$ cat src/rtl/core/qbp_pkg.sv
// Shared types, character codes and limits for the quantifier bounds parser.
package qbp_pkg;

   // Field limits
   localparam int MaxDigits  = 5;
   localparam int ValueWidth = 17;
   localparam int CountWidth = 4;
   localparam int DigitWidth = 3;
   localparam int CharWidth  = 8;

   typedef logic [ValueWidth-1:0] value_type;
   typedef logic [CountWidth-1:0] count_type;
   typedef logic [DigitWidth-1:0] digit_count_type;
   typedef logic [CharWidth-1:0]  char_type;

   // Token characters
   localparam char_type CHAR_NUL   = 8'h00;
   localparam char_type CHAR_DOT   = 8'h2E;
   localparam char_type CHAR_OPEN  = 8'h7B;
   localparam char_type CHAR_COMMA = 8'h2C;
   localparam char_type CHAR_CLOSE = 8'h7D;
   localparam char_type CHAR_ZERO  = 8'h30;
   localparam char_type CHAR_NINE  = 8'h39;

   // Slot of ". { min , max }" being parsed
   typedef enum logic [5:0] {
      POS_DOT   = 6'b000001,
      POS_OPEN  = 6'b000010,
      POS_MIN   = 6'b000100,
      POS_SEP   = 6'b001000,
      POS_MAX   = 6'b010000,
      POS_CLOSE = 6'b100000
   } fmt_pos_type;

   typedef enum logic [1:0] {
      STATUS_OK     = 2'd0,
      STATUS_FORMAT = 2'd1,
      STATUS_DIGITS = 2'd2,
      STATUS_RANGE  = 2'd3
   } status_type;

   typedef struct packed {
      fmt_pos_type     pos;
      digit_count_type digit_count;
      value_type       min_acc;
      value_type       max_acc;
      count_type       accepted;
      logic            finished;
   } parse_state_type;

   typedef struct packed {
      status_type status;
      value_type  min_value;
      value_type  max_value;
      count_type  consumed;
   } result_type;

endpackage

$ cat src/rtl/core/quantifier_bounds_parser.sv
// Top level of the quantifier bounds parser: input register, parse state, result register.
// Parses ".", ".{min,max}" and ".{size}" tokens one character per transfer; a
// character with req_start_req high opens a new token and latches csr_default_max
// as the default maximum. The block takes one character every cycle unless input is stalled.
// A character is held in the input register until it is advanced. If it ends the
// token, the edge that advances it loads its result into the result register,
// which drives rsp_valid. Input is stalled only while a finished result
// waits in the result register and the character in the input register would make
// another. rsp_min_value and rsp_max_value read zero unless rsp_status is ok;
// rsp_consumed counts the token characters taken before parsing ended.
// csr_default_max should be written only while no token is in flight.
module quantifier_bounds_parser (
   input  logic                clock,
   input  logic                reset,
   input  logic                csr_write_enable,
   input  qbp_pkg::value_type  csr_default_max,
   input  logic                req_valid,
   output logic                req_ready,
   input  logic                req_start_req,
   input  qbp_pkg::char_type   req_char_code,
   output logic                rsp_valid,
   input  logic                rsp_ready,
   output qbp_pkg::status_type rsp_status,
   output qbp_pkg::value_type  rsp_min_value,
   output qbp_pkg::value_type  rsp_max_value,
   output qbp_pkg::count_type  rsp_consumed
);
   import qbp_pkg::*;

   value_type       default_max_ff;
   logic            in_valid_ff;
   logic            in_start_ff;
   char_type        in_char_ff;
   parse_state_type state_ff;
   parse_state_type state_in;
   logic            rsp_valid_ff;
   result_type      rsp_ff;
   result_type      step_result;
   logic            step_emit;
   logic            out_free;
   logic            fire;

   // hold the configured default maximum
   always_ff @(posedge clock) begin
      if (reset) begin
         default_max_ff <= '0;
      end else if (csr_write_enable) begin
         default_max_ff <= csr_default_max;
      end
   end

   qbp_step u_step (
      .state_cur   (state_ff),
      .start_req   (in_start_ff),
      .char_code   (in_char_ff),
      .default_max (default_max_ff),
      .state_nxt   (state_in),
      .emit        (step_emit),
      .result      (step_result)
   );

   // advance the held character unless its result has nowhere to go
   assign out_free  = !rsp_valid_ff || rsp_ready;
   assign fire      = in_valid_ff && (!step_emit || out_free);
   assign req_ready = !in_valid_ff || fire;

   // input register
   always_ff @(posedge clock) begin
      if (reset) begin
         in_valid_ff <= 1'b0;
      end else if (req_ready) begin
         in_valid_ff <= req_valid;
      end
   end

   always_ff @(posedge clock) begin
      if (req_ready && req_valid) begin
         in_start_ff <= req_start_req;
         in_char_ff  <= req_char_code;
      end
   end

   // parse state
   always_ff @(posedge clock) begin
      if (reset) begin
         state_ff.pos         <= POS_DOT;
         state_ff.digit_count <= '0;
         state_ff.min_acc     <= '0;
         state_ff.max_acc     <= '0;
         state_ff.accepted    <= '0;
         state_ff.finished    <= 1'b1;
      end else if (fire) begin
         state_ff <= state_in;
      end
   end

   // result register
   always_ff @(posedge clock) begin
      if (reset) begin
         rsp_valid_ff <= 1'b0;
      end else if (fire && step_emit) begin
         rsp_valid_ff <= 1'b1;
      end else if (rsp_ready) begin
         rsp_valid_ff <= 1'b0;
      end
   end

   always_ff @(posedge clock) begin
      if (fire && step_emit) begin
         rsp_ff <= step_result;
      end
   end

   assign rsp_valid     = rsp_valid_ff;
   assign rsp_status    = rsp_ff.status;
   assign rsp_min_value = rsp_ff.min_value;
   assign rsp_max_value = rsp_ff.max_value;
   assign rsp_consumed  = rsp_ff.consumed;

endmodule

$ cat src/rtl/core/qbp_step.sv
// Next-state and result logic for one token character.
module qbp_step (
   input  qbp_pkg::parse_state_type state_cur,
   input  logic                     start_req,
   input  qbp_pkg::char_type        char_code,
   input  qbp_pkg::value_type       default_max,
   output qbp_pkg::parse_state_type state_nxt,
   output logic                     emit,
   output qbp_pkg::result_type      result
);
   import qbp_pkg::*;

   parse_state_type s;
   fmt_pos_type     eff_pos;
   status_type      status_raw;
   logic            is_digit;
   logic [3:0]      digit_val;
   value_type       acc_sel;
   value_type       acc_new;

   always_comb begin
      is_digit  = (char_code >= CHAR_ZERO) && (char_code <= CHAR_NINE);
      digit_val = 4'(char_code - CHAR_ZERO);
   end

   always_comb begin
      s          = state_cur;
      emit       = 1'b0;
      status_raw = STATUS_OK;
      eff_pos    = state_cur.pos;
      acc_sel    = '0;
      acc_new    = '0;

      // restart the token on a start flag
      if (start_req) begin
         s.pos         = POS_DOT;
         s.digit_count = '0;
         s.min_acc     = '0;
         s.max_acc     = default_max;
         s.accepted    = '0;
         s.finished    = 1'b0;
      end
      eff_pos = s.pos;

      if (!s.finished) begin
         // close a number field on a non-digit and fall through to the next slot
         if ((s.pos == POS_MIN || s.pos == POS_MAX) && !is_digit) begin
            s.digit_count = '0;
            eff_pos       = (s.pos == POS_MIN) ? POS_SEP : POS_CLOSE;
            s.pos         = eff_pos;
         end

         acc_sel = (eff_pos == POS_MIN) ? s.min_acc : s.max_acc;
         acc_new = (s.digit_count == '0) ? value_type'(digit_val)
                 : value_type'((acc_sel << 3) + (acc_sel << 1) + value_type'(digit_val));

         case (eff_pos)
            POS_MIN, POS_MAX: begin
               // accumulate one decimal digit
               if (s.digit_count >= DigitWidth'(MaxDigits)) begin
                  emit       = 1'b1;
                  status_raw = STATUS_DIGITS;
               end else begin
                  if (eff_pos == POS_MIN) begin
                     s.min_acc = acc_new;
                  end else begin
                     s.max_acc = acc_new;
                  end
                  s.digit_count = s.digit_count + 1'b1;
                  s.accepted    = s.accepted + 1'b1;
               end
            end
            POS_DOT, POS_OPEN: begin
               if (char_code == CHAR_NUL) begin
                  emit = 1'b1;
               end else if (char_code == ((eff_pos == POS_DOT) ? CHAR_DOT : CHAR_OPEN)) begin
                  s.accepted = s.accepted + 1'b1;
                  s.pos      = (eff_pos == POS_DOT) ? POS_OPEN : POS_MIN;
               end else begin
                  emit       = 1'b1;
                  status_raw = STATUS_FORMAT;
               end
            end
            POS_SEP: begin
               if (char_code == CHAR_NUL) begin
                  emit = 1'b1;
               end else if (char_code == CHAR_COMMA) begin
                  s.accepted = s.accepted + 1'b1;
                  s.pos      = POS_MAX;
               end else if (char_code == CHAR_CLOSE) begin
                  // early brace: single size
                  s.accepted = s.accepted + 1'b1;
                  s.max_acc  = s.min_acc;
                  emit       = 1'b1;
               end else begin
                  emit       = 1'b1;
                  status_raw = STATUS_FORMAT;
               end
            end
            POS_CLOSE: begin
               if (char_code == CHAR_NUL) begin
                  emit = 1'b1;
               end else if (char_code == CHAR_CLOSE) begin
                  s.accepted = s.accepted + 1'b1;
                  emit       = 1'b1;
               end else begin
                  emit       = 1'b1;
                  status_raw = STATUS_FORMAT;
               end
            end
            default: begin
               emit       = 1'b1;
               status_raw = STATUS_FORMAT;
            end
         endcase

         if (emit) begin
            s.finished = 1'b1;
         end
      end

      state_nxt = s;
   end

   // bound check and result formatting
   always_comb begin
      result.status = status_raw;
      if (status_raw == STATUS_OK && state_nxt.max_acc < state_nxt.min_acc) begin
         result.status = STATUS_RANGE;
      end
      result.min_value = (result.status == STATUS_OK) ? state_nxt.min_acc : '0;
      result.max_value = (result.status == STATUS_OK) ? state_nxt.max_acc : '0;
      result.consumed  = state_nxt.accepted;
   end

endmodule

$ cat config.mk
export PLATFORM = sky130hd
export DESIGN_NAME = quantifier_bounds_parser
export DESIGN_NICKNAME = d
export VERILOG_FILES = /design/src/rtl/core/qbp_pkg.sv /design/src/rtl/core/quantifier_bounds_parser.sv /design/src/rtl/core/qbp_step.sv
export SDC_FILE = /design/constraint.sdc
export NUM_CORES = 1
export LEC_CHECK = 0
export BUFFER_PORTS_ARGS = -buffer_cell sky130_fd_sc_hd__buf_2
export CAP_MARGIN = 20
export CORE_AREA = 8 8 175 177
export CTS_CLUSTER_DIAMETER = 60
export DETAILED_ROUTE_END_ITERATION = 8
export DIE_AREA = 0 0 183 185
export PLACE_DENSITY_LB_ADDON = 0.05
export SLEW_MARGIN = 25
export SYNTH_ARGS = -nofsm -noshare
export SYNTH_HDL_FRONTEND = slang
export SYNTH_SLANG_ARGS = --single-unit
$ cat constraint.sdc
create_clock -name clock -period 6.04 [get_ports clock]
set_clock_uncertainty 0.05 [all_clocks]
set_input_delay 0.302 -clock clock [delete_from_list [all_inputs] [get_ports clock]]
set_output_delay 0.302 -clock clock [all_outputs]
set_load 0.02 [all_outputs]
### Word-level counts from Yosys, hierarchy flattened

Index checks and enable logic that the tools add are counted.

* register bits after elaboration: 116
* bits in latches: 0
* RAM bits: 0
* memories: 0
* output and inout port bits: 42
* memory bits (read-only): 0

* multiplexer cells: 51
* div/mod/pow operators: 0
* shifts and indexed selects: 0
* $mul: 0
* reduce and logical (&&, ||, !) cells: 21
* bitwise operators: 0
* eq/ne operators: 11
* $lt $le $gt $ge: 4
* $add $sub $neg: 5

Operators with widths (number)
* 48-bit 2-to-1 mux: 2
* 17-bit 2-to-1 mux: 4
* 21-bit 2-to-1 mux: 2
* 6-bit 2-to-1 mux: 7
* 41-bit 2-to-1 mux: 1
* 17-bit case mux with 2 select lines: 1
* 20-bit 2-to-1 mux: 1
* 4-bit 2-to-1 mux: 5
* 9-bit 2-to-1 mux: 2
* 17-bit adder: 1
* 17-bit by 4-bit adder with 17-bit output: 1
* 17-bit less-than comparator: 1
* 16-bit 2-to-1 mux: 1
* 4-bit case mux with 4 select lines: 1
* 1-bit 2-to-1 mux: 13
* 6-bit by 3-bit == test with 1-bit output (second input constant): 2
* 6-bit by 5-bit == test with 1-bit output (second input constant): 2
* 2-bit 2-to-1 mux: 6
* 6-bit case mux with 2 select lines: 1
* 8-bit by 6-bit == test with 1-bit output (second input constant): 1
* 8-bit by 7-bit == test with 1-bit output: 1
* 8-bit by 7-bit == test with 1-bit output (second input constant): 1
* 8-bit by 6-bit >= comparator with 1-bit output (second input constant): 1
* 8-bit by 6-bit less-or-equal comparator with 1-bit output (second input constant): 1
* 20 further kinds: 33

### Logic depth before layout (Yosys ltp)

* depth after elaboration: 19
* depth in mapped cells: 26

### By module

Synthesis repeated with hierarchy kept, for this count alone.

* cells, all modules: 871
* area total of the unflattened synthesis: 8045.2 sq um

Modules (own cells, without submodules)
* quantifier_bounds_parser: area each 4292.9 sq um, seq. area each 2812.7 sq um, cells each 322, times used 1
* qbp_step: area each 3752.3 sq um, seq. area each 0.0 sq um, cells each 549, times used 1

### Worst setup path before layout

OpenSTA, ideal clock, no wires.

* kind: reg2reg
* from: register in_start_ff
* to: register rsp_ff (netlist bit rsp_max_value[7]), data pin
* stages on the path, launching flop included: 26
* setup time: 0.269 ns
* path slack: -0.139 ns
* arrival time: 5.860 ns
* required time: 5.721 ns
* path buffers: 6
* cells stage by stage: edfxtp_1 clkbuf_1 clkbuf_1 buf_1 clkbuf_1 clkbuf_1 o21ai_0 ha_1 ha_1 inv_1 fa_1 nor2b_1 o31a_1 o41ai_1 o311a_1 nand2_1 a21oi_1 inv_1 ha_1 a21o_1 a21o_1 a21oi_1 o21ai_0 o21ai_1 clkbuf_1 nor3b_1

RTL lines
* start, declared: RTL line quantifier_bounds_parser.sv:32 `logic in_start_ff;`
* start signal, assigned: RTL line quantifier_bounds_parser.sv:78 `in_start_ff <= req_start_req;`
* end signal, assigned: RTL line quantifier_bounds_parser.sv:110 `rsp_ff <= step_result;`
* end, declared: RTL line quantifier_bounds_parser.sv:37 `result_type rsp_ff;`

==> results by group <==
Pwr
  • Leakage: roughly 3.9 nW
  • Sw frac: 0.291
  • Clk pwr share: 0.463
  • Peak supply drop: about 0.16 mV
  • Seq pwr share: 0.359
  • Tot Pwr: ~2.4 mW
  • Pwr Density: 250 mW/mm^2
  • Comb power frac: 0.178
  • Sw Pwr: between 0.7 and 0.8 mW
  • Internal Power: between 1.5 and 2 mW

STA
  • Final setup margin: between 300 and 400 ps
  • Max Fclk: roughly 170 MHz
  • Final min period: between 5000 and 6000 ps
  • Slew at the pin closest to its max-slew limit: slightly below 900 ps
  • Final Cycle Share: 0.949
  • Max-slew violations: 0
  • Relative slew margins: 0.393
  • Final Hold Vio Count: 0
  • Final setup violation count: 0

Worst setup path
  • Worst EP arrival: roughly 5800 ps
  • R2r setup slk: 310 ps
  • Reg-to-Reg End: rsp_min_value[4]$_SDFFCE_PP0P_
  • Critical Path Fanout Max: 17
  • Worst Path Required: between 6000 and 7000 ps
  • Reg2Reg Depth: 22
  • Reg2reg start: in_char_ff[6]$_DFFE_PP_
  • Setup crit end: rsp_min_value[4]$_SDFFCE_PP0P_
  • CP Launch Point: in_char_ff[6]$_DFFE_PP_
  • CP endpoint kind: register
  • Crit path kind: reg -> reg
  • CP Launch Type: register

Die
  • Core Region: ~0.028 sq mm
  • Row Count: between 60 and 70
  • Die area: approximately 0.034 sq mm
  • Die height: between 150 and 200 um
  • Ports: 73
  • Die width: between 150 and 200 um
  • Initial core utilization: 0.272

Placement
  • Final GP Congestion: ~0.86
  • Post-DP HPWL: between 20000 and 25000 um
  • IO buf count: 72
  • Pre-CTS WS: approximately 24 ps

Detailed routing
  • DRT Pass-1 Iters: 5
  • Post-route ant nets: 0
  • Post-Route WL: roughly 28000 um
  • DR vias/cell: roughly 5.2
  • Wire per inst: slightly above 20 um
  • DRC: 0
  • DR vias: between 7000 and 8000
  • Initial DRC Count: approximately 530

Clocking
  • Clock sinks: approximately 120
  • Root Buffer Master: clkbuf_16
  • H-tree depth: 4
  • Clk_lat worst skew: between 400 and 500 ps
  • CTS Buf Count: 17
  • CTS Buffer Depth: 2
  • CTS tree: done
  • CTS clock-pin slew for the worst setup and hold paths: approximately 70 ps

GRT
  • Largest net degree at the start of global routing: 67
  • Initial antenna violation count: 0
  • Gr usage total: 0.168
  • Global-route wire length before repair: 43500 um
  • Vias in the first global route: about 7100
  • GRT overflow: 0

Synth
  • Most common flop cell mapped by yosys: dfxtp_1
  • Count of cell types in the netlist: 80
  • Synth top area cells: edfxtp_1 (19%), dfxtp_1 (18%), ha_1 (7.9%)
  • Avg Cell Area, Syn: ~9 sq um
  • List of most frequent post-synthesis cells: nor2_1 (87), dfxtp_1 (67), a21oi_1 (55)
  • Yosys top cell area share: 0.192
  • Post-synth net total: ~940
  • Register area share after synthesis: 0.368
  • Biggest area consumer among synthesized cells: edfxtp_1
  • Yosys warning total: 0
  • Yosys reg bits: around 120
  • Post-synth EDFFs: between 40 and 50
  • Synth async-reset ratio: 0
  • Cell area after synthesis: around 0.0076 sq mm
  • Count leader, synth: nor2_1
  • Synthesized netlist cell count: 855

Final layout
  • Share of post-route cells with drive strength above 1: 0.215
  • Number of fill cells: about 3000
  • Fin nets: between 1000 and 1500
  • ANT cells: 0
  • Area grow syn2layout: 27.4%

Flow run
  • MaxCap Viol Count: 0

Status
  • Status: completed

Hold path
  • Worst Hold Class: in -> reg
[sequential cells by signal, summed over array words and instances (netlist names)]
name / flops
state_ff: 48
default_max_ff: 17
rsp_max_value: 17
rsp_min_value: 17
in_char_ff: 8
rsp_consumed: 4
rsp_status: 2
in_start_ff: 1
in_valid_ff: 1
rsp_valid: 1
[area by class of cell]
cell class	count	area [sq um]	share of cell area
Clock buffer	18	439	0.0451
Clock inverter	14	200	0.0205
Inverter	33	124	0.0127
Multi-Input combinational cell	655	4610	0.473
Sequential cell	116	2810	0.289
Tap cell	384	480	0.0493
Timing Repair Buffer	156	1080	0.111
[layout by cell type (no fill, tap or decap), drive strengths merged, types with 8 or more instances in the layout]
cell and count:
dfxtp 67, nand2 54, ha 48, clkbuf 19, nor2b 13, nor3b 8
nand3 17, a21oi 55, o22ai 8, a31oi 9, nand4 8, xor2 8
a211oi 35, o21a 8, dlygate4sd3 9, o21ai 46, nor3 45, inv 34
a21o 10, xnor2 10, nor2 87, edfxtp 49, buf 146, mux2i 48
and2 8, a22oi 13
[worst max-delay path, stage by stage, from the launching register on]
cell	delay (ps)
edfxtp_1	380
and4bb_2	330
nand4_1	160
buf_4	250
mux2i_1	130
o21ai_0	220
buf_4	160
ha_1	220
ha_1	350
nor2b_1	160
o31a_1	340
buf_4	150
a21oi_1	280
a22oi_1	120
o22ai_1	390
ha_1	330
o21a_1	110
a211oi_1	430
nor2_1	180
a2111oi_4	290
buf_4	190
clkbuf_16	180
nor3_1	50
[cell families (layout without fill, tap and decap cells)]
group,count (synthesis),after routing,synth area share
XOR/XNOR,18,18,0.0206
adder cells (fa/ha/maj),50,50,0.0838
flip-flops,116,116,0.368
multiplexers,55,55,0.0731
buffers and inverters,84,221,0.0440
AND/OR/NAND/NOR,285,285,0.192
AO/OA/AOI/OAI,247,247,0.219
[power by group through the flow]
| stage | Sequential, mW | Clock (mW) | Combinational (mW) |
|---|---|---|---|
| after floorplan | 0.891 | 0 | 0.248 |
| after global placement | 0.893 | 0 | 0.406 |
| after detailed placement | 0.893 | 0 | 0.406 |
| after CTS | 0.876 | 1.16 | 0.413 |
| after global routing | 0.878 | 1.19 | 0.480 |
| final | 0.875 | 1.13 | 0.434 |
[metrics by stage]
stage	area, sq um	util	hold slack, ps	cells	setup TNS, ps
final	9740	0.347	64.5	1376	0
after global routing	9740	0.347	70.3	1376	-16.1
after CTS	9620	0.343	46.5	1372	0
after detailed placement	8890	0.317	408	1331	0
after global placement	8890	0.317	405	1331	0
after floorplan	7660	-	351	855	0
[worst min-delay path by stage]
| stage | from | endpoint | slack (ps) | cells past startpoint |
|---|---|---|---|---|
| after floorplan | req_char_code[0] | in_char_ff[0]$_DFFE_PP_ | 350 | 0 |
| after global placement | state_ff[22]$_SDFFE_PP0P_ | state_ff[22]$_SDFFE_PP0P_ | 410 | 2 |
| after detailed placement | state_ff[22]$_SDFFE_PP0P_ | state_ff[22]$_SDFFE_PP0P_ | 410 | 2 |
| after CTS | csr_default_max[15] | default_max_ff[15]$_SDFFE_PP0P_ | 50 | 3 |
| after global routing | csr_default_max[15] | default_max_ff[15]$_SDFFE_PP0P_ | 70 | 3 |
| final | req_valid | in_valid_ff$_SDFFE_PP0N_ | 60 | 3 |
[repair_timing]
item                                   CTS  global route
hold buffers                             9             0
setup endpoints to repair               18            36
endpoints found under the hold margin    9             0
setup buffers                            0             3
resized for setup                        1            16
pin swaps                                0             3
gates cloned                             0             1
[metal layers]
metal  vias up  global-route usage  wire length (um)
met5         -                   0                 0
met4         0              0.0540               565
met3        27              0.0239               908
met2       153               0.306             14800
met1      3441               0.201             12000
li1       3481                   -                 -
No activity file was read; power rests on OpenSTA's default activity.
